## src/hw/rtl/sst_pkg.sv

```systemverilog
// Shared constants, word types and state codes for the series stats trend accumulator.
`timescale 1ns / 1ps

package sst_pkg;

	localparam int MAX_SAMPLES = 1024;
	localparam int SPAN_BITS   = 24;

	localparam int VAL_W   = 28;
	localparam int STAMP_W = 32;
	localparam int FRAC_W  = 16;
	localparam int SLOPE_W = 64;

	localparam int CNT_W  = $clog2(MAX_SAMPLES + 1);
	localparam int X_W    = SPAN_BITS + 1;
	localparam int XY_W   = X_W + VAL_W;
	localparam int XX_W   = 2 * X_W;
	localparam int SUMX_W = X_W + CNT_W;
	localparam int VSUM_W = VAL_W + CNT_W;
	localparam int SXY_W  = XY_W + CNT_W;
	localparam int SXX_W  = XX_W + CNT_W;

	// widest of the four end-of-series products, plus one for the difference
	localparam int P_NXY  = CNT_W + SXY_W;
	localparam int P_XY   = SUMX_W + VSUM_W;
	localparam int P_NXX  = CNT_W + SXX_W;
	localparam int P_XX   = 2 * SUMX_W;
	localparam int P_M1   = (P_NXY > P_XY) ? P_NXY : P_XY;
	localparam int P_M2   = (P_NXX > P_XX) ? P_NXX : P_XX;
	localparam int PROD_W = ((P_M1 > P_M2) ? P_M1 : P_M2) + 1;

	localparam int QUO_W  = PROD_W + FRAC_W;
	localparam int EXT_W  = (QUO_W > SLOPE_W + 1) ? QUO_W : SLOPE_W + 1;
	localparam int STEP_W = $clog2(QUO_W + 1);

	localparam int QDEPTH = 4;
	localparam int QIDX_W = $clog2(QDEPTH);

	typedef struct packed {
		logic signed [VAL_W-1:0] sample_value;
		logic                    value_present;
		logic [STAMP_W-1:0]      stamp_seconds;
		logic                    stamp_ok;
		logic                    series_end;
	} sample_t;

	typedef struct packed {
		logic                    has_result;
		logic [CNT_W-1:0]        valid_count;
		logic signed [VAL_W-1:0] min_value;
		logic [STAMP_W-1:0]      min_stamp;
		logic                    min_stamp_ok;
		logic signed [VAL_W-1:0] max_value;
		logic [STAMP_W-1:0]      max_stamp;
		logic                    max_stamp_ok;
		logic signed [VAL_W-1:0] mean_value;
		logic signed [SLOPE_W-1:0] trend_slope;
		logic                    overflow_seen;
	} result_t;

	// queued word: only items that carry a value or close the series
	typedef struct packed {
		logic signed [VAL_W-1:0] sample_value;
		logic [STAMP_W-1:0]      stamp_seconds;
		logic                    stamp_ok;
		logic                    take;
		logic                    last;
	} entry_t;

	typedef enum logic [3:0] {
		ST_ACCUM,
		ST_DRAIN,
		ST_MLOAD,
		ST_MRUN,
		ST_MDONE,
		ST_SLOPE_SET,
		ST_DSLOPE,
		ST_SLOPE_FIX,
		ST_MEAN_SET,
		ST_DMEAN,
		ST_FINISH
	} back_state_t;

	typedef enum logic [1:0] {
		PROD_NXY,
		PROD_XY,
		PROD_NXX,
		PROD_XX
	} prod_sel_t;

endpackage

```

## src/hw/rtl/sst_front.sv

```systemverilog
// Input side: takes sample words, drops empty ones and builds queue entries.
`timescale 1ns / 1ps

module sst_front (
	input  logic             sample_valid,
	output logic             sample_stall,
	input  sst_pkg::sample_t sample,
	input  logic             q_full,
	output logic             q_push,
	output sst_pkg::entry_t  q_word
);

	logic keep;

	always_comb begin
		keep         = sample.value_present || sample.series_end;
		sample_stall = q_full;
		q_push       = sample_valid && !q_full && keep;

		q_word.sample_value  = sample.sample_value;
		// min/max report a zero stamp when it is not valid
		q_word.stamp_seconds = sample.stamp_ok ? sample.stamp_seconds : '0;
		q_word.stamp_ok      = sample.stamp_ok;
		q_word.take          = sample.value_present;
		q_word.last          = sample.series_end;
	end

endmodule

```

## config.mk

```make
export PLATFORM = sky130hd
export DESIGN_NAME = sst_front
export DESIGN_NICKNAME = d
export VERILOG_FILES = /design/src/hw/rtl/sst_pkg.sv /design/src/hw/rtl/sst_front.sv
export SDC_FILE = /design/constraint.sdc
export NUM_CORES = 1
export LEC_CHECK = 0
export ABC_AREA = 1
export BUFFER_PORTS_ARGS = -buffer_cell sky130_fd_sc_hd__buf_2
export CAP_MARGIN = 30
export CORE_MARGIN = 2
export CORE_UTILIZATION = 25
export DETAILED_ROUTE_END_ITERATION = 6
export PLACE_DENSITY_LB_ADDON = 0.05
export RECOVER_POWER = 25
export SLEW_MARGIN = 20
export SYNTH_ARGS = -nofsm -noshare
export SYNTH_HDL_FRONTEND = slang
export SYNTH_SLANG_ARGS = --single-unit
```

## constraint.sdc

```tcl
create_clock -name vclk -period 0.8
set_input_delay 0.16 -clock vclk [all_inputs]
set_output_delay 0.16 -clock vclk [all_outputs]
set_load 0.02 [all_outputs]
```

==> impl_metrics.json, run 1 <==
{
  "min_from": "sample[35]",
  "dieArea_um2": 2500,
  "wl_per_cell_um": 9.73,
  "netlist.area_leader.share_pct": 45.4,
  "gp_congestion": 0.590,
  "p_leak_uw": 0.000724,
  "gr-usage-all-layers_pct": 11.8,
  "startpoint": "sample[1]",
  "place_area_um2": 699,
  "n_antenna_cell": 0,
  "crit_path_end_kind": "output pin",
  "finalMaxSlewViolations": 0,
  "drive_gt1_share_pct": 77.4,
  "critPathLaunchType": "primary input",
  "hp-class": "in2out",
  "ant_nets": 0,
  "cp.required_ps": 640,
  "pin_count": 130,
  "dr.pass1.iters": 2,
  "syn_avg_cell_area_um2": 5.14,
  "hold-worst-slack_ps": 320,
  "fin_util_pct": 51.5,
  "post_cts_buffers": 0,
  "globalRouteOverflowTotal": 0,
  "period_needed_ps": 804,
  "slew_headroom_pct": 92.8,
  "max_cap_violations": 0,
  "rows": 16,
  "grt_pass1_wl_um": 2440,
  "cts_hold_buffers": 0,
  "nets": 213,
  "synthTopCellsByCount": "inv_1, nand2_1, buf_4, buf_6, nor2_1",
  "cp_max_fo": 9,
  "drc_errors": 0,
  "rsz0062_at_grt": "yes",
  "syn_nets": 168,
  "dr_total_vias": 670,
  "clkbuf_count": 0,
  "timing.final.crit_share_pct": 100,
  "routed_wl_um": 1680,
  "power.total_uw": 626,
  "antenna_found_initial": 0,
  "drtIter0Drc": 1,
  "grt_start_max_net_pins": 10,
  "final-hold-violation-count": 0,
  "synth_area_leader_cell": "buf_4",
  "ys_warn_count": 0,
  "core_area_um2": 1980,
  "synthDistinctLibCells": 5,
  "setup_viol": 1,
  "fmax_ghz": 1.24,
  "fin_ws_ps": -3.65,
  "tightest_slew_ps": 109,
  "io_buffers": 74,
  "yosysSeqAreaShare_pct": 0,
  "area_delta_synth_final_pct": 92.7,
  "critical_path_arrival_ps": 640,
  "fp.dieH_um": 50.0,
  "synthCells": 103,
  "seq_area_um2": 0,
  "peakVddDrop_mv": 0.273,
  "grt_pass1_vias": 618,
  "synthesis.area_um2": 529,
  "outcome": "finished with violations",
  "final_area_um2": 1020,
  "synthTopCellsByArea": "buf_4, inv_1, nand2_1",
  "critical_path_class": "in2out",
  "design.seq.count": 0,
  "start_util_pct": 26.7,
  "post-dp-hpwl_um": 1180,
  "power_density_nw_per_um2": 613,
  "vias_per_cell": 3.87,
  "violations": "negative setup slack",
  "fp.dieW_um": 50.0
}
worst paths after layout:
path,slack [ps],end,depth (start not counted)
worst min-delay path,320,q_word[35],0
worst max-delay path,-4,q_word[26],5
cell families after synthesis:
kind of cell | share of synthesized area, %
buf+inv | 75.2
simple gates | 24.8
through the flow:
step	setup TNS, ps	setup WS (ps)	std cells
5_1_grt	-336	-24.4	173
4_1_cts	0	1.02	173
2_1_floorplan	0	130	103
3_3_place_gp	-1330	-52.7	171
6_report	-3.65	-3.65	173
3_5_place_dp	-1460	-56.6	171
repair_timing:
item,CTS,global route
gates cloned,2,0
endpoints found under the setup margin,32,29
gates resized for setup,70,36
area by class of cell:
class / instances / area (um2)
multi-input combinational: 35 / 181
timing repair buffer: 78 / 681
fill: 200 / 962
inverter: 33 / 124
tap: 27 / 33.8
critical path: stages:
cell     delay, ps
buf_12         120
buf_12         130
nand2_1         50
inv_1           50
buf_6          120
power breakdown:
group | internal, uW | total (uW) | switching, uW
sequential | 0 | 0 | 0
combinational | 324 | 626 | 301
clock | 0 | 0 | 0
placed cells by master (no fill, tap or decap), drive strengths merged:
| master | n |
|---|---|
| buf | 78 |
| inv | 33 |
| nand2 | 33 |
| nor2 | 2 |
layer usage:
metal	up-vias	global-route usage (%)	wire [um]
li1	330	-	-
met1	278	9.96	468
met5	-	0	0
met4	0	0.926	4
met3	2	3.03	232
met2	60	26.5	977
Note: power is estimated with default switching activity, not from simulation.
==> run 2, diff against run 1 <==
--- a/config.mk
+++ b/config.mk
@@ -8,9 +8,9 @@
 export ABC_AREA = 1
 export BUFFER_PORTS_ARGS = -buffer_cell sky130_fd_sc_hd__buf_2
 export CAP_MARGIN = 30
-export CORE_MARGIN = 2
-export CORE_UTILIZATION = 25
+export CORE_AREA = 2 2 50 52
 export DETAILED_ROUTE_END_ITERATION = 6
+export DIE_AREA = 0 0 52 54
 export PLACE_DENSITY_LB_ADDON = 0.05
 export RECOVER_POWER = 25
 export SLEW_MARGIN = 20
==> impl_metrics.json, run 2 (same netlist as run 1, synthesis figures left out) <==
{
  "outcome": "finished with violations",
  "violations": "negative setup slack",
  "crit_path_end_kind": "output pin",
  "gr-usage-all-layers_pct": 11.4,
  "finalMaxSlewViolations": 0,
  "drc_errors": 0,
  "setup_viol": 10,
  "p_leak_uw": 0.000766,
  "critPathLaunchType": "primary input",
  "cpMaxStageDelayCell": "buf_16",
  "dr_total_vias": 683,
  "grt_pass1_vias": 571,
  "internal_power_uw": 364,
  "final_area_um2": 1150,
  "antenna_found_initial": 0,
  "max_cap_violations": 0,
  "drive_gt1_share_pct": 96.6,
  "p_seq_share_pct": 0,
  "dr.pass1.iters": 2,
  "power_density_nw_per_um2": 619,
  "design.seq.count": 0,
  "final-hold-violation-count": 0,
  "wl_per_cell_um": 10.3,
  "io_buffers": 74,
  "tightest_slew_ps": 108,
  "tns_ps": -49.0,
  "nets": 214,
  "seq_area_um2": 0,
  "crit_chain": "buf_12, buf_16, nand2_2, inv_2, buf_6",
  "area_delta_synth_final_pct": 117,
  "clkbuf_count": 0,
  "gp_congestion": 0.604,
  "cp.required_ps": 640,
  "fin_ws_ps": -8.76,
  "n_antenna_cell": 0,
  "timing.final.crit_share_pct": 101,
  "fp.dieH_um": 54,
  "grt_pass1_wl_um": 2450,
  "vias_per_cell": 3.86,
  "netSwitchingFraction_pct": 48.8,
  "post-dp-hpwl_um": 1150,
  "period_needed_ps": 809,
  "peakVddDrop_mv": 0.310,
  "critical_path_class": "in2out",
  "start_util_pct": 22.8,
  "p_clk_share_pct": 0,
  "grt_start_max_net_pins": 9,
  "place_area_um2": 683,
  "slowest_delay_ps": 150,
  "fmax_ghz": 1.24,
  "routed_wl_um": 1820,
  "hp-class": "in2out",
  "p_switching_uw": 346,
  "critical_path_arrival_ps": 650,
  "pin_count": 130,
  "startpoint": "sample[1]",
  "drtIter0Drc": 2,
  "min_from": "sample[40]",
  "globalRouteOverflowTotal": 0,
  "fp.dieW_um": 52,
  "final_common_cell": "buf_2",
  "rsz0062_at_grt": "yes",
  "core_area_um2": 2320,
  "dieArea_um2": 2810,
  "final_cell_mix": "buf_2, buf_6, inv_2",
  "ant_nets": 0,
  "slew_headroom_pct": 92.9,
  "cp_max_fo": 8,
  "rows": 18,
  "p_comb_share_pct": 100.0
}
[run 2: changes by cell type in the layout (fill, tap and decap cells not counted)]
cell	delta
nand2_4	+10
inv_2	+14
inv_1	-14
buf_16	+2
buf_4	+1
buf_12	-1
buf_2	-1
nand2_1	-14
nand2_2	+4
[run 2: path summary, 6_finish.rpt]
check,slack [ps],endpoint,depth (start not counted)
worst max-delay path,-9,q_word[29],5
worst min-delay path,320,q_word[40],0
[run 2: through the flow]
stage               utilization, %  hold WS, ps  cells  setup WS, ps  power (uW)
floorplan                        -          433    103           130         445
global placement              29.4          320    173         -76.2         413
detailed placement            29.4          320    173         -72.0         411
CTS                           44.4          320    177         -8.63         633
global route                  49.4          320    177         -27.8         757
finish                        49.4          320    177         -8.76         710
[run 2: critical path, delay by kind of cell]
kind,cells,cell delay (ps)
simple gates,1,60
buf+inv,4,430
[run 2: layout make-up]
class	instances	area (um2)
Multi-Input combinational cell	35	267
Timing Repair Buffer	79	718
Tap cell	30	37.5
Fill cell	236	1170
Inverter	33	124
[run 2: routing by layer]
layer	part of all wire (%)	track usage, %	vias up
met5	0	0	-
met4	0.27	1.75	0
met3	10	1.94	2
met2	56	23.6	49
met1	33	12.1	297
li1	-	-	335
[run 2: power by group through the flow]
| stage | logic (uW) | registers (uW) | clock network, uW |
|---|---|---|---|
| floorplan | 445 | 0 | 0 |
| detailed placement | 411 | 0 | 0 |
| global placement | 413 | 0 | 0 |
| CTS | 633 | 0 | 0 |
| global route | 757 | 0 | 0 |
| finish | 710 | 0 | 0 |
[run 2: repair_timing]
item / CTS / global route
resized for setup: 86 / 61
gates cloned: 4 / 0
hold buffers: 0 / 0
setup buffers: 0 / 0
setup endpoints to repair: 32 / 33
==> run 3, diff against run 2 <==
--- a/config.mk
+++ b/config.mk
@@ -12,8 +12,9 @@
 export DETAILED_ROUTE_END_ITERATION = 6
 export DIE_AREA = 0 0 52 54
 export PLACE_DENSITY_LB_ADDON = 0.05
-export RECOVER_POWER = 25
+export RECOVER_POWER = 50
 export SLEW_MARGIN = 20
 export SYNTH_ARGS = -nofsm -noshare
 export SYNTH_HDL_FRONTEND = slang
 export SYNTH_SLANG_ARGS = --single-unit
+export TNS_END_PERCENT = 5
==> impl_metrics.json, run 3 (same netlist as run 1, synthesis figures left out) <==
{
  "multi_input_area_um2": 191,
  "finalMaxSlewViolations": 0,
  "drtIter0Drc": 1,
  "rows": 18,
  "seq_area_um2": 0,
  "period_needed_ps": 824,
  "n_antenna_cell": 0,
  "post-place-ws_ps": -72.0,
  "fillers": 247,
  "cp_max_fo": 8,
  "start_util_pct": 22.8,
  "fp.dieW_um": 52,
  "drc_errors": 0,
  "io_buffers": 74,
  "final_common_cell": "buf_2",
  "grt.met3_usage_pct": 1.94,
  "rsz0062_at_grt": "yes",
  "peakVddDrop_mv": 0.277,
  "ant_nets": 0,
  "wl_per_cell_um": 10.2,
  "cp.required_ps": 640,
  "critPathLaunchType": "primary input",
  "fmax_ghz": 1.21,
  "outcome": "finished with violations",
  "nets": 214,
  "p_seq_share_pct": 0,
  "gp_congestion": 0.604,
  "critical_path_arrival_ps": 660,
  "dr.pass1.iters": 2,
  "final-hold-violation-count": 0,
  "dp.cells": 173,
  "fp.dieH_um": 54,
  "p_clk_share_pct": 0,
  "slew_headroom_pct": 92.8,
  "grt.met1_usage_pct": 10.5,
  "antenna_found_initial": 0,
  "vias_per_cell": 3.84,
  "design.seq.count": 0,
  "grt_pass1_vias": 519,
  "netSwitchingFraction_pct": 48.1,
  "routed_wl_um": 1800,
  "drive_gt1_share_pct": 80.3,
  "hold-worst-slack_ps": 320,
  "dr_total_vias": 679,
  "p_leak_uw": 0.000739,
  "power_density_nw_per_um2": 612,
  "gr-usage-all-layers_pct": 9.99,
  "tightest_slew_ps": 109,
  "top_usage_layer": "met2",
  "core_area_um2": 2320,
  "globalRouteOverflowTotal": 0,
  "max_cap_violations": 0,
  "area_delta_synth_final_pct": 99.1,
  "p_comb_share_pct": 100.0,
  "endpoint": "q_word[13]",
  "grt_start_max_net_pins": 17,
  "post-dp-hpwl_um": 1150,
  "startpoint": "sample[1]",
  "dieArea_um2": 2810,
  "grt_pass1_wl_um": 2170,
  "pin_count": 130,
  "power.total_uw": 644,
  "fin_ws_ps": -24.0,
  "setup_viol": 16,
  "crit_path_end_kind": "output pin",
  "final_cells": 177,
  "hp-class": "in2out",
  "violations": "negative setup slack",
  "p_switching_uw": 310,
  "tns_ps": -148,
  "critical_path_class": "in2out",
  "grt_use_met2_pct": 20.5,
  "internal_power_uw": 334,
  "timing.final.crit_share_pct": 103,
  "post_cts_buffers": 0,
  "final_cell_mix": "buf_2, buf_6, inv_2",
  "clkbuf_count": 0
}
run 3: cell count changes in the layout (fill, tap and decap cells not counted):
| cell | before | now |
|---|---|---|
| clkbuf_16 | 0 | 2 |
| inv_1 | 2 | 14 |
| inv_2 | 31 | 19 |
| buf_16 | 4 | 2 |
| nand2_4 | 11 | 2 |
| nand2_2 | 21 | 18 |
| buf_6 | 32 | 30 |
| nand2_1 | 1 | 13 |
| buf_2 | 40 | 42 |
run 3: worst min-delay path by stage:
stage,depth (start not counted),to,from
after CTS,0,q_word[49],sample[49]
final,0,q_word[40],sample[40]
after global placement,0,q_word[49],sample[49]
after floorplan,1,q_word[0],sample[0]
after global routing,0,q_word[46],sample[46]
after detailed placement,0,q_word[49],sample[49]
run 3: timing repair:
item,4_1_cts,5_1_grt
gates resized for setup,59,49
cloned,2,2
endpoints found under the setup margin,32,33
hold buffers,0,0
run 3: cell type report:
type / instances / area share [%]
repair buffers: 79 / 66.5
well taps: 30 / 3.56
multi-input cells: 35 / 18.2
inverters: 33 / 11.8
run 3: per-stage QoR:
step	utilization, %	instance area, um2
after floorplan	-	529
after global placement	29.4	683
after detailed placement	29.4	683
after CTS	39.5	917
after global routing	45.4	1050
final	45.4	1050
run 3: power groups by stage:
stage | registers [uW] | clock network, uW | logic (uW)
4_1_cts | 0 | 0 | 558
3_5_place_dp | 0 | 0 | 411
3_3_place_gp | 0 | 0 | 413
2_1_floorplan | 0 | 0 | 445
6_report | 0 | 0 | 644
5_1_grt | 0 | 0 | 688
run 3: worst max-delay path, stage by stage:
cell,delay [ps]
buf_12,120
clkbuf_16,160
nand2_1,60
inv_1,40
buf_6,120
run 3: per-layer routing:
layer / share of wire [%] / up-vias
li1: - / 335
met1: 31 / 293
met2: 57 / 49
met3: 12 / 2
met4: 0.28 / 0
met5: 0 / -
