## config.mk

```make
export PLATFORM = sky130hd
export DESIGN_NAME = sst_queue
export DESIGN_NICKNAME = d
export VERILOG_FILES = /design/src/hw/rtl/sst_pkg.sv /design/src/hw/rtl/sst_queue.sv
export SDC_FILE = /design/constraint.sdc
export NUM_CORES = 1
export LEC_CHECK = 0
export BUFFER_PORTS_ARGS = -buffer_cell sky130_fd_sc_hd__buf_4
export CAP_MARGIN = 0
export CELL_PAD_IN_SITES_DETAIL_PLACEMENT = 1
export CELL_PAD_IN_SITES_GLOBAL_PLACEMENT = 2
export CORE_ASPECT_RATIO = 1.4
export CORE_MARGIN = 3
export CORE_UTILIZATION = 40
export DETAILED_ROUTE_END_ITERATION = 8
export PLACE_DENSITY = 0.82
export REMOVE_ABC_BUFFERS = 1
export SYNTH_ARGS = -nofsm -noshare
export SYNTH_HDL_FRONTEND = slang
export SYNTH_SLANG_ARGS = --single-unit
```

## constraint.sdc

```tcl
create_clock -name clk -period 2.8 [get_ports clk]
set_input_delay 0.42 -clock clk [delete_from_list [all_inputs] [get_ports clk]]
set_output_delay 0.42 -clock clk [all_outputs]
set_load 0.01 [all_outputs]
```

## src/hw/rtl/sst_pkg.sv

```systemverilog
// Shared constants, word types and state codes for the series stats trend accumulator.
`timescale 1ns / 1ps

package sst_pkg;

	localparam int MAX_SAMPLES = 1024;
	localparam int SPAN_BITS   = 24;

	localparam int VAL_W   = 28;
	localparam int STAMP_W = 32;
	localparam int FRAC_W  = 16;
	localparam int SLOPE_W = 64;

	localparam int CNT_W  = $clog2(MAX_SAMPLES + 1);
	localparam int X_W    = SPAN_BITS + 1;
	localparam int XY_W   = X_W + VAL_W;
	localparam int XX_W   = 2 * X_W;
	localparam int SUMX_W = X_W + CNT_W;
	localparam int VSUM_W = VAL_W + CNT_W;
	localparam int SXY_W  = XY_W + CNT_W;
	localparam int SXX_W  = XX_W + CNT_W;

	// widest of the four end-of-series products, plus one for the difference
	localparam int P_NXY  = CNT_W + SXY_W;
	localparam int P_XY   = SUMX_W + VSUM_W;
	localparam int P_NXX  = CNT_W + SXX_W;
	localparam int P_XX   = 2 * SUMX_W;
	localparam int P_M1   = (P_NXY > P_XY) ? P_NXY : P_XY;
	localparam int P_M2   = (P_NXX > P_XX) ? P_NXX : P_XX;
	localparam int PROD_W = ((P_M1 > P_M2) ? P_M1 : P_M2) + 1;

	localparam int QUO_W  = PROD_W + FRAC_W;
	localparam int EXT_W  = (QUO_W > SLOPE_W + 1) ? QUO_W : SLOPE_W + 1;
	localparam int STEP_W = $clog2(QUO_W + 1);

	localparam int QDEPTH = 4;
	localparam int QIDX_W = $clog2(QDEPTH);

	typedef struct packed {
		logic signed [VAL_W-1:0] sample_value;
		logic                    value_present;
		logic [STAMP_W-1:0]      stamp_seconds;
		logic                    stamp_ok;
		logic                    series_end;
	} sample_t;

	typedef struct packed {
		logic                    has_result;
		logic [CNT_W-1:0]        valid_count;
		logic signed [VAL_W-1:0] min_value;
		logic [STAMP_W-1:0]      min_stamp;
		logic                    min_stamp_ok;
		logic signed [VAL_W-1:0] max_value;
		logic [STAMP_W-1:0]      max_stamp;
		logic                    max_stamp_ok;
		logic signed [VAL_W-1:0] mean_value;
		logic signed [SLOPE_W-1:0] trend_slope;
		logic                    overflow_seen;
	} result_t;

	// queued word: only items that carry a value or close the series
	typedef struct packed {
		logic signed [VAL_W-1:0] sample_value;
		logic [STAMP_W-1:0]      stamp_seconds;
		logic                    stamp_ok;
		logic                    take;
		logic                    last;
	} entry_t;

	typedef enum logic [3:0] {
		ST_ACCUM,
		ST_DRAIN,
		ST_MLOAD,
		ST_MRUN,
		ST_MDONE,
		ST_SLOPE_SET,
		ST_DSLOPE,
		ST_SLOPE_FIX,
		ST_MEAN_SET,
		ST_DMEAN,
		ST_FINISH
	} back_state_t;

	typedef enum logic [1:0] {
		PROD_NXY,
		PROD_XY,
		PROD_NXX,
		PROD_XX
	} prod_sel_t;

endpackage

```

## src/hw/rtl/sst_queue.sv

```systemverilog
// Short word queue between the front and back parts.
`timescale 1ns / 1ps

module sst_queue (
	input  logic            clk,
	input  logic            arst_n,
	input  logic            push,
	input  sst_pkg::entry_t wdata,
	input  logic            pop,
	output sst_pkg::entry_t rdata,
	output logic            full,
	output logic            empty
);

	localparam int DEPTH = sst_pkg::QDEPTH;
	localparam int IDX_W = sst_pkg::QIDX_W;

	sst_pkg::entry_t  slot_q [DEPTH];
	logic [IDX_W-1:0] wr_q;
	logic [IDX_W-1:0] rd_q;
	logic [IDX_W:0]   cnt_q;
	logic             do_push;
	logic             do_pop;

	always_comb begin
		full    = cnt_q == (IDX_W + 1)'(DEPTH);
		empty   = cnt_q == '0;
		do_push = push && !full;
		do_pop  = pop && !empty;
		rdata   = slot_q[rd_q];
	end

	always_ff @(posedge clk or negedge arst_n) begin
		if (!arst_n) begin
			wr_q  <= '0;
			rd_q  <= '0;
			cnt_q <= '0;
		end else begin
			if (do_push) wr_q <= wr_q + 1'b1;
			if (do_pop) rd_q <= rd_q + 1'b1;
			if (do_push && !do_pop) cnt_q <= cnt_q + 1'b1;
			else if (do_pop && !do_push) cnt_q <= cnt_q - 1'b1;
		end
	end

	always_ff @(posedge clk) begin
		if (do_push) slot_q[wr_q] <= wdata;
	end

endmodule

```

==> flow_summary_export.csv, run 1 <==
group,metric,value,unit
outcome,outcome,"finished clean",
critical_path,crit_type,"flop to output pin",
timing,worst_slack,0.1733,ns
placement,dp_cells,796,
drt,via_per_inst,5.074,
finish,mostFrequentLayoutCell,"edfxtp_1",
global_route,grt_pass1_vias,4952,
drt,drc_errors,0,
finish,mostFrequentLayoutCells,"edfxtp_1 (252), buf_4 (133), mux4_2 (63)",
drt,drtIter0Drc,270,
critical_path,cp-end-kind,"output pin",
die,die_y,188.5,um
cts,cts_root_buf,"clkbuf_16",
power,leakage,4.003,nW
die,rows,66,
cts,cts_setup_buffers,0,
placement,gp_congestion,0.7058,
cts,h-tree-depth,1,
drt,vias,4277,
cts,cts_sinks,259,
global_route,grt_max_degree,64,
cts,cts.path.max_buffers,3,
global_route,grt_overflow,0,
power,p_comb_frac,0.306,
power,total_power,12.51,mW
cts,ctsResizeCount,0,
critical_path,startpoint_type,"flop",
synth,yosysUniqueCellTypes,19,
synth,syn_avg_cell_area,26.06,um^2
synth,synth_seq_cells,259,
timing,maxSlewViolCount,0,
drt,finalWirelength,18670,um
timing,report.final.hold_viol_count,0,
timing,max_freq,380.7,MHz
critical_path,crit_end,"rdata[6]",
placement,placed_cell_area,0.01094,mm^2
power,peakVddDrop,0.5730,mV
global_route,grt_pass1_wl,28720,um
timing,rsz0062_at_grt,"false",
die,core_area,0.02329,mm^2
placement,dpl.hpwl,11260,um
power,seqPwrFrac,0.440,
drt,detail-route-antenna-nets,0,
power,internal-power,9.012,mW
cts,cts_buffers,25,
finish,fin_nets,591,
power,switching_power,3.498,mW
cts,clock_latency,0.51,ns
synth,ys_seq_area_frac,0.8140,
hold_path,worstHoldPathType,"input port to flop",
global_route,grt_use_total,0.1469,
timing,fin_tns_setup,0,ns
critical_path,worst_ep_arrival_time,2.21,ns
timing,clock_skew,0.009189,ns
timing,finalCriticalPeriod,2.627,ns
die,pin_count,132,
cts,cts_hold_buf,1,
drt,first_pass_iters,4,
finish,drive_gt1_frac,0.4590,
timing,worst_slew_pin_slew,0.6098,ns
power,p_per_area,1067,mW/mm^2
power,power_frac_clock,0.255,
critical_path,rrSetupSlack,0.57,ns
critical_path,reg2reg_depth,8,
critical_path,rr_startpoint,"cnt_q[0]$_DFFE_PN0P_",
drt,avgRoutedWirePerCell,22.14,um
synth,synth_area,0.009512,mm^2
finish,area_delta_synth_final,23.24,%
timing,slew_headroom,0.5935,
timing,final-setup-viol-count,0,
placement,io_buffers,131,
critical_path,cp.required,2.38,ns
job,max_cap_viol_count,0,
cts,path_clk_slew,0.06,ns
finish,final_cell_area,0.01172,mm^2
die,start_util,0.4084,
power,p_sw_frac,0.2796,
placement,place_ws,0.5588,ns
critical_path,crit_start,"rd_q[0]$_DFFE_PN0P_",
timing,fin_crit_sh,0.9381,
synth,ys_warn_count,0,
cts,cts_tree,"yes",
global_route,antenna_found_initial,2,
synth,syn_inst,365,
die,die-area,0.02569,mm^2
die,fp.dieW,136.3,um
critical_path,worstPathMaxFanout,34,
finish,fin_cells,843,
critical_path,timing.rr.end,"cnt_q[2]$_DFFE_PN0P_",
-- power groups by stage --
stage	sequential (mW)	clock [mW]	combinational (mW)
2_1_floorplan	5.69	0	1.98
3_3_place_gp	5.53	0	3.85
3_5_place_dp	5.60	0	3.96
4_1_cts	5.52	3.28	3.97
5_1_grt	5.58	3.44	4.14
6_report	5.50	3.18	3.82
-- worst max-delay path, cell delays in order, from the launching register on --
cell and delay [ns]:
dfrtp_4 0.58, buf_12 0.32, mux4_2 0.59, buf_4 0.17
-- kinds of logic (layout without fill, tap and decap cells) --
logic type / count (synthesis) / count (layout) / share of synthesized area
fa+ha+maj: 6 / 6 / 0.008682
buf+inv: 19 / 190 / 0.01368
xor+xnor: 6 / 6 / 0.005525
other cells: 0 / 1 / 0
mux: 65 / 65 / 0.1515
simple gates: 10 / 10 / 0.006576
flops: 259 / 259 / 0.8140
-- cell type report --
| type | count | area [um^2] |
|---|---|---|
| flip-flops and latches | 259 | 7750 |
| clock inverters | 11 | 105.1 |
| inverters | 4 | 15.01 |
| repair buffers | 141 | 1149 |
| clock buffers | 34 | 669.4 |
| fillers | 2095 | 11560 |
| well taps | 306 | 382.9 |
| diodes | 1 | 2.502 |
| multi-input cells | 87 | 1649 |
-- cells in the mapped netlist --
master | n | area share
edfxtp_1 | 252 | 0.80
mux4_2 | 63 | 0.15
buf_2 | 8 | 0.0042
dfrtp_1 | 7 | 0.018
buf_6 | 6 | 0.0071
ha_1 | 5 | 0.0066
and2_1 | 4 | 0.0026
inv_1 | 4 | 0.0016
xnor2_1 | 4 | 0.0037
mux2_2 | 2 | 0.0024
xor2_1 | 2 | 0.0018
buf_4 | 1 | 0.00079
fa_1 | 1 | 0.0021
nand2_1 | 1 | 0.00039
nand3_1 | 1 | 0.00053
nor2_1 | 1 | 0.00039
nor2b_1 | 1 | 0.00066
nor3b_2 | 1 | 0.0013
or3_1 | 1 | 0.00066
-- how the worst min path moves through the flow --
stage                         start                      end  slack (ns)  cells after the start
after CTS                 wdata[25]  slot_q[0][25]$_DFFE_PP_        0.08                      1
after global routing      wdata[31]  slot_q[1][31]$_DFFE_PP_        0.08                      1
after global placement       arst_n     cnt_q[0]$_DFFE_PN0P_        0.24                      1
after detailed placement     arst_n     cnt_q[0]$_DFFE_PN0P_        0.25                      1
after floorplan              arst_n     cnt_q[0]$_DFFE_PN0P_        0.12                      0
final                     wdata[25]  slot_q[0][25]$_DFFE_PP_        0.11                      1
-- state kept, by name, summed over array words and instances, names as in the netlist --
signal / cells
cnt_q: 3
rd_q: 2
wr_q: 2
slot_q: 252
-- routing by layer --
| metal | share of wire | routed length [um] | global-route usage | vias up |
|---|---|---|---|---|
| met5 | 0.00059 | 11 | 0 | - |
| met4 | 0.022 | 405 | 0.04344 | 2 |
| met3 | 0.046 | 864 | 0.02671 | 27 |
| met2 | 0.57 | 10630 | 0.2745 | 102 |
| met1 | 0.36 | 6755 | 0.1696 | 2288 |
| li1 | - | - | - | 1858 |
-- through the flow --
stage,hold WS [ns],util
after floorplan,0.1244,-
final,0.1076,0.5034
after global placement,0.2387,0.4696
after detailed placement,0.2477,0.4696
after global routing,0.08137,0.5034
after CTS,0.08026,0.5033
Power figures use the tool's default switching activity.
==> inputs of run 2 (changes only) <==
- GPL_TIMING_DRIVEN: not set -> 0
==> flow_summary_export.csv, run 2 (synthesis results as in run 1) <==
group,metric,value,unit
power,total_power,12.62,mW
die,start_util,0.4084,
finish,area_delta_synth_final,23.66,%
cts,clock_latency,0.50,ns
global_route,grt_pass1_wl,28660,um
critical_path,startpoint_type,"flop",
critical_path,max_stage_delay,0.71,ns
global_route,grt_use_total,0.1477,
timing,final-setup-viol-count,0,
finish,multiInputGateArea,0.001649,mm^2
cts,cts_sinks,259,
cts,path_clk_slew,0.07,ns
timing,fin_crit_sh,0.8954,
power,switching_power,3.567,mW
placement,gp_congestion,0.7023,
cts,h-tree-depth,1,
critical_path,cp-end-kind,"output pin",
critical_path,crit_type,"flop to output pin",
finish,num-fill-cells,2085,
finish,mostFrequentLayoutCell,"edfxtp_1",
global_route,antenna_found_initial,0,
drt,dr_wl_met2,10610,um
placement,io_buffers,131,
finish,mostFrequentLayoutCells,"edfxtp_1 (252), buf_4 (132), mux4_2 (63)",
power,peakVddDrop,0.5195,mV
power,p_sw_frac,0.2827,
power,seqPwrFrac,0.431,
placement,dp_cells,793,
critical_path,worstPathMaxFanout,39,
finish,fin_cells,842,
timing,worst_slack,0.2929,ns
finish,drive_gt1_frac,0.4590,
finish,antennaDiodeCount,0,
die,die-area,0.02569,mm^2
drt,via_per_inst,5.036,
timing,worst_slew_pin_slew,0.5657,ns
timing,finalCriticalPeriod,2.507,ns
finish,regArea,0.007750,mm^2
critical_path,worst_ep_arrival_time,2.09,ns
drt,drtIter0Drc,236,
die,pin_count,132,
global_route,grt_max_degree,42,
drt,route.met3.wl,808,um
drt,vias,4240,
drt,first_pass_iters,4,
cts,cts_root_buf,"clkbuf_16",
finish,largest_register_ff_count,252,
placement,dpl.hpwl,11450,um
power,p_per_area,1073,mW/mm^2
cts,cts.path.max_buffers,3,
drt,highest_layer,"met4",
finish,fin_nets,592,
critical_path,crit_path_top_delay_cell,"dfrtp_4",
cts,cts_tree,"yes",
finish,utilization,0.5051,
timing,rsz0062_at_grt,"false",
timing,fin_tns_setup,0,ns
outcome,outcome,"finished clean",
drt,finalWirelength,18940,um
placement,place_ws,0.3787,ns
die,die_y,188.5,um
finish,top_regs,"slot_q (252), cnt_q (3)",
timing,clock_skew,0.006955,ns
cts,cts_buffers,25,
cts,ctsResizeCount,0,
timing,maxSlewViolCount,0,
critical_path,cp.required,2.38,ns
drt,avgRoutedWirePerCell,22.49,um
global_route,grt_pass1_vias,4874,
critical_path,worstPathCellList,"buf_16, mux4_2, buf_4",
die,fp.dieW,136.3,um
finish,largest_register,"slot_q",
power,leakage,4.013,nW
die,core_area,0.02329,mm^2
power,internal-power,9.052,mW
drt,drc_errors,0,
timing,slew_headroom,0.6221,
job,max_cap_viol_count,0,
drt,wl_met1,7233,um
power,power_frac_clock,0.249,
die,rows,66,
timing,max_freq,398.9,MHz
global_route,grt_overflow,0,
drt,detail-route-antenna-nets,0,
power,p_comb_frac,0.321,
hold_path,worstHoldPathType,"input port to flop",
timing,report.final.hold_viol_count,0,
run 2: cell type report:
class                      instances  share of cell area
clock inverter                    16             0.01064
sequential                       259              0.6589
multi-input combinational         87              0.1402
timing repair buffer             142              0.1023
tap                              306             0.03255
inverter                           4            0.001276
clock buffer                      28             0.05414
run 2: final timing paths:
kind | from | end | slack, ns | depth (start not counted)
hold / removal | wdata[40] | slot_q[0][40]$_DFFE_PP_ | 0.12 | 1
min in group asynchronous | arst_n | cnt_q[2]$_DFFE_PN0P_ | 0.27 | 2
max in group asynchronous | arst_n | rd_q[1]$_DFFE_PN0P_ | 2.40 | 2
hold reg to reg | cnt_q[2]$_DFFE_PN0P_ | cnt_q[2]$_DFFE_PN0P_ | 0.53 | 1
setup / recovery | rd_q[1]$_DFFE_PN0P_ | rdata[45] | 0.29 | 3
setup reg to reg | cnt_q[2]$_DFFE_PN0P_ | cnt_q[2]$_DFFE_PN0P_ | 0.40 | 8
run 2: layer usage:
metal | up-vias | global-route usage
met3 | 21 | 0.02324
met5 | - | 0
li1 | 1856 | -
met4 | 0 | 0.03569
met2 | 99 | 0.2724
met1 | 2264 | 0.1802
run 2: per-stage QoR:
stage	area (um^2)	hold slack [ns]
5_1_grt	11760	0.09121
6_report	11760	0.1160
2_1_floorplan	9397	0.1244
4_1_cts	11760	0.09091
3_3_place_gp	10760	0.2327
3_5_place_dp	10920	0.2417
run 2: timing repair:
item,CTS,global route
buffers inserted,4,0
endpoints found under the setup margin,39,0
endpoints found under the hold margin,7,0
hold buffers,1,0
run 2: critical path, delay by kind of cell (launching register included):
family | cells | cell delay, ns
DFF | 1 | 0.71
buffers and inverters | 2 | 0.46
muxes | 1 | 0.37
run 2: power groups by stage:
| stage | Clock (mW) | Sequential [mW] | Combinational [mW] |
|---|---|---|---|
| 2_1_floorplan | 0 | 5.69 | 1.98 |
| 3_3_place_gp | 0 | 5.89 | 3.30 |
| 3_5_place_dp | 0 | 5.64 | 3.90 |
| 4_1_cts | 3.24 | 5.45 | 4.18 |
| 5_1_grt | 3.40 | 5.50 | 4.34 |
| 6_report | 3.14 | 5.43 | 4.05 |
==> inputs of run 3 (changes only) <==
- HOLD_SLACK_MARGIN: not set -> 0.15
==> flow_summary_export.csv, run 3 (synthesis results as in run 1) <==
group,metric,value,unit
critical_path,worst_ep_arrival_time,2.10,ns
finish,top_regs,"slot_q (252), cnt_q (3)",
die,start_util,0.4084,
power,p_sw_frac,0.2841,
placement,gp_congestion,0.7023,
power,power_frac_clock,0.247,
drt,via_per_inst,4.957,
timing,worst_slack,0.2831,ns
placement,placed_cell_area,0.01092,mm^2
finish,largest_register_ff_count,252,
finish,antennaDiodeCount,0,
drt,avgRoutedWirePerCell,21.88,um
critical_path,timing.rr.end,"cnt_q[2]$_DFFE_PN0P_",
placement,place_ws,0.3787,ns
drt,drtIter0Drc,209,
cts,ctsResizeCount,0,
power,seqPwrFrac,0.427,
critical_path,worstPathMaxFanout,39,
global_route,grt_overflow,0,
finish,largest_register,"slot_q",
finish,drive_gt1_frac,0.4107,
finish,area_delta_synth_final,30.29,%
placement,dpl.hpwl,11450,um
critical_path,startpoint_type,"flop",
timing,fin_tns_setup,0,ns
timing,rsz0062_at_grt,"false",
die,die-area,0.02569,mm^2
placement,io_buffers,131,
drt,drc_errors,0,
critical_path,rr_startpoint,"cnt_q[2]$_DFFE_PN0P_",
timing,finalCriticalPeriod,2.517,ns
cts,cts_root_buf,"clkbuf_16",
power,leakage,4.276,nW
finish,final_cell_area,0.01239,mm^2
global_route,grt_pass1_vias,5256,
drt,detail-route-antenna-nets,0,
drt,finalWirelength,19810,um
cts,cts_sinks,259,
die,fp.dieW,136.3,um
critical_path,cp.required,2.38,ns
cts,clock_latency,0.50,ns
timing,final-setup-viol-count,0,
timing,maxSlewViolCount,0,
cts,cts.path.max_buffers,3,
critical_path,crit_end,"rdata[45]",
power,p_comb_frac,0.325,
critical_path,rrSetupSlack,0.41,ns
timing,worst_slew_pin_slew,0.5402,ns
drt,first_pass_iters,4,
timing,clock_skew,0.009082,ns
global_route,grt_pass1_wl,30410,um
finish,fin_nets,655,
timing,report.final.hold_viol_count,0,
timing,slew_headroom,0.6391,
timing,max_freq,397.3,MHz
timing,holdWs,0.2176,ns
power,internal-power,9.112,mW
critical_path,cp-end-kind,"output pin",
drt,vias,4486,
critical_path,crit_type,"flop to output pin",
finish,num-fill-cells,2053,
die,rows,66,
power,p_per_area,1027,mW/mm^2
global_route,grt_max_degree,42,
power,peakVddDrop,0.5380,mV
critical_path,reg2reg_depth,8,
finish,mostFrequentLayoutCell,"edfxtp_1",
cts,h-tree-depth,1,
die,die_y,188.5,um
power,switching_power,3.616,mW
outcome,outcome,"finished clean",
die,pin_count,132,
die,core_area,0.02329,mm^2
job,max_cap_viol_count,0,
cts,cts_buffers,25,
critical_path,crit_start,"rd_q[1]$_DFFE_PN0P_",
global_route,grt_use_total,0.1558,
cts,cts_tree,"yes",
cts,path_clk_slew,0.06,ns
hold_path,worstHoldPathType,"input port to flop",
finish,mostFrequentLayoutCells,"edfxtp_1 (252), buf_4 (132), dlygate4sd3_1 (64)",
global_route,antenna_found_initial,0,
timing,fin_crit_sh,0.8989,
finish,utilization,0.5322,
==> run 3: cell count changes in the layout (fill, tap and decap cells not counted) <==
cell,change
dlygate4sd3_1,+63
==> run 3: worst min-delay path by stage <==
stage          cells after the start   start  slack [ns]                    to
6_report                           3     pop        0.22   rd_q[1]$_DFFE_PN0P_
2_1_floorplan                      0  arst_n        0.12  cnt_q[0]$_DFFE_PN0P_
4_1_cts                            3     pop        0.20   rd_q[1]$_DFFE_PN0P_
3_3_place_gp                       1  arst_n        0.23  cnt_q[1]$_DFFE_PN0P_
3_5_place_dp                       1  arst_n        0.24  cnt_q[2]$_DFFE_PN0P_
5_1_grt                            3     pop        0.23   rd_q[1]$_DFFE_PN0P_
==> run 3: layout make-up <==
cell class | instances | area, um^2 | area share
repair buffers | 205 | 1834 | 0.1480
well taps | 306 | 382.9 | 0.03089
clock inverters | 16 | 125.1 | 0.01010
flip-flops and latches | 259 | 7750 | 0.6253
multi-input cells | 87 | 1649 | 0.1331
clock buffers | 28 | 636.9 | 0.05139
inverters | 4 | 15.01 | 0.001212
==> run 3: metrics by stage <==
stage | total power, mW | std cells
3_5_place_dp | 9.547 | 793
6_report | 12.73 | 905
4_1_cts | 12.95 | 905
3_3_place_gp | 9.189 | 787
2_1_floorplan | 7.673 | 350
5_1_grt | 13.35 | 905
==> run 3: metal layers <==
metal | wire length (um) | part of all wire | up-vias | GRT usage
met2 | 10950 | 0.55 | 107 | 0.2844
li1 | - | - | 1985 | -
met3 | 778 | 0.039 | 31 | 0.02404
met5 | 0 | 0 | - | 0
met1 | 7579 | 0.38 | 2363 | 0.1891
met4 | 499 | 0.025 | 0 | 0.04655
==> run 3: power groups by stage <==
stage / registers, mW / logic (mW) / clock network, mW
6_report: 5.44 / 4.14 / 3.15
3_5_place_dp: 5.64 / 3.90 / 0
2_1_floorplan: 5.69 / 1.98 / 0
3_3_place_gp: 5.89 / 3.30 / 0
5_1_grt: 5.51 / 4.45 / 3.40
4_1_cts: 5.45 / 4.26 / 3.24
==> run 3: what timing repair did <==
item / CTS / global route
endpoints found under the setup margin: 39 / 0
setup buffers: 4 / 0
hold buffers: 64 / 0
endpoints found under the hold margin: 259 / 0
==> run 3: worst max-delay path, cell delays in order, from the launching register on <==
cell and delay, ns:
dfrtp_4 0.72, buf_16 0.30, mux4_2 0.38, buf_4 0.17
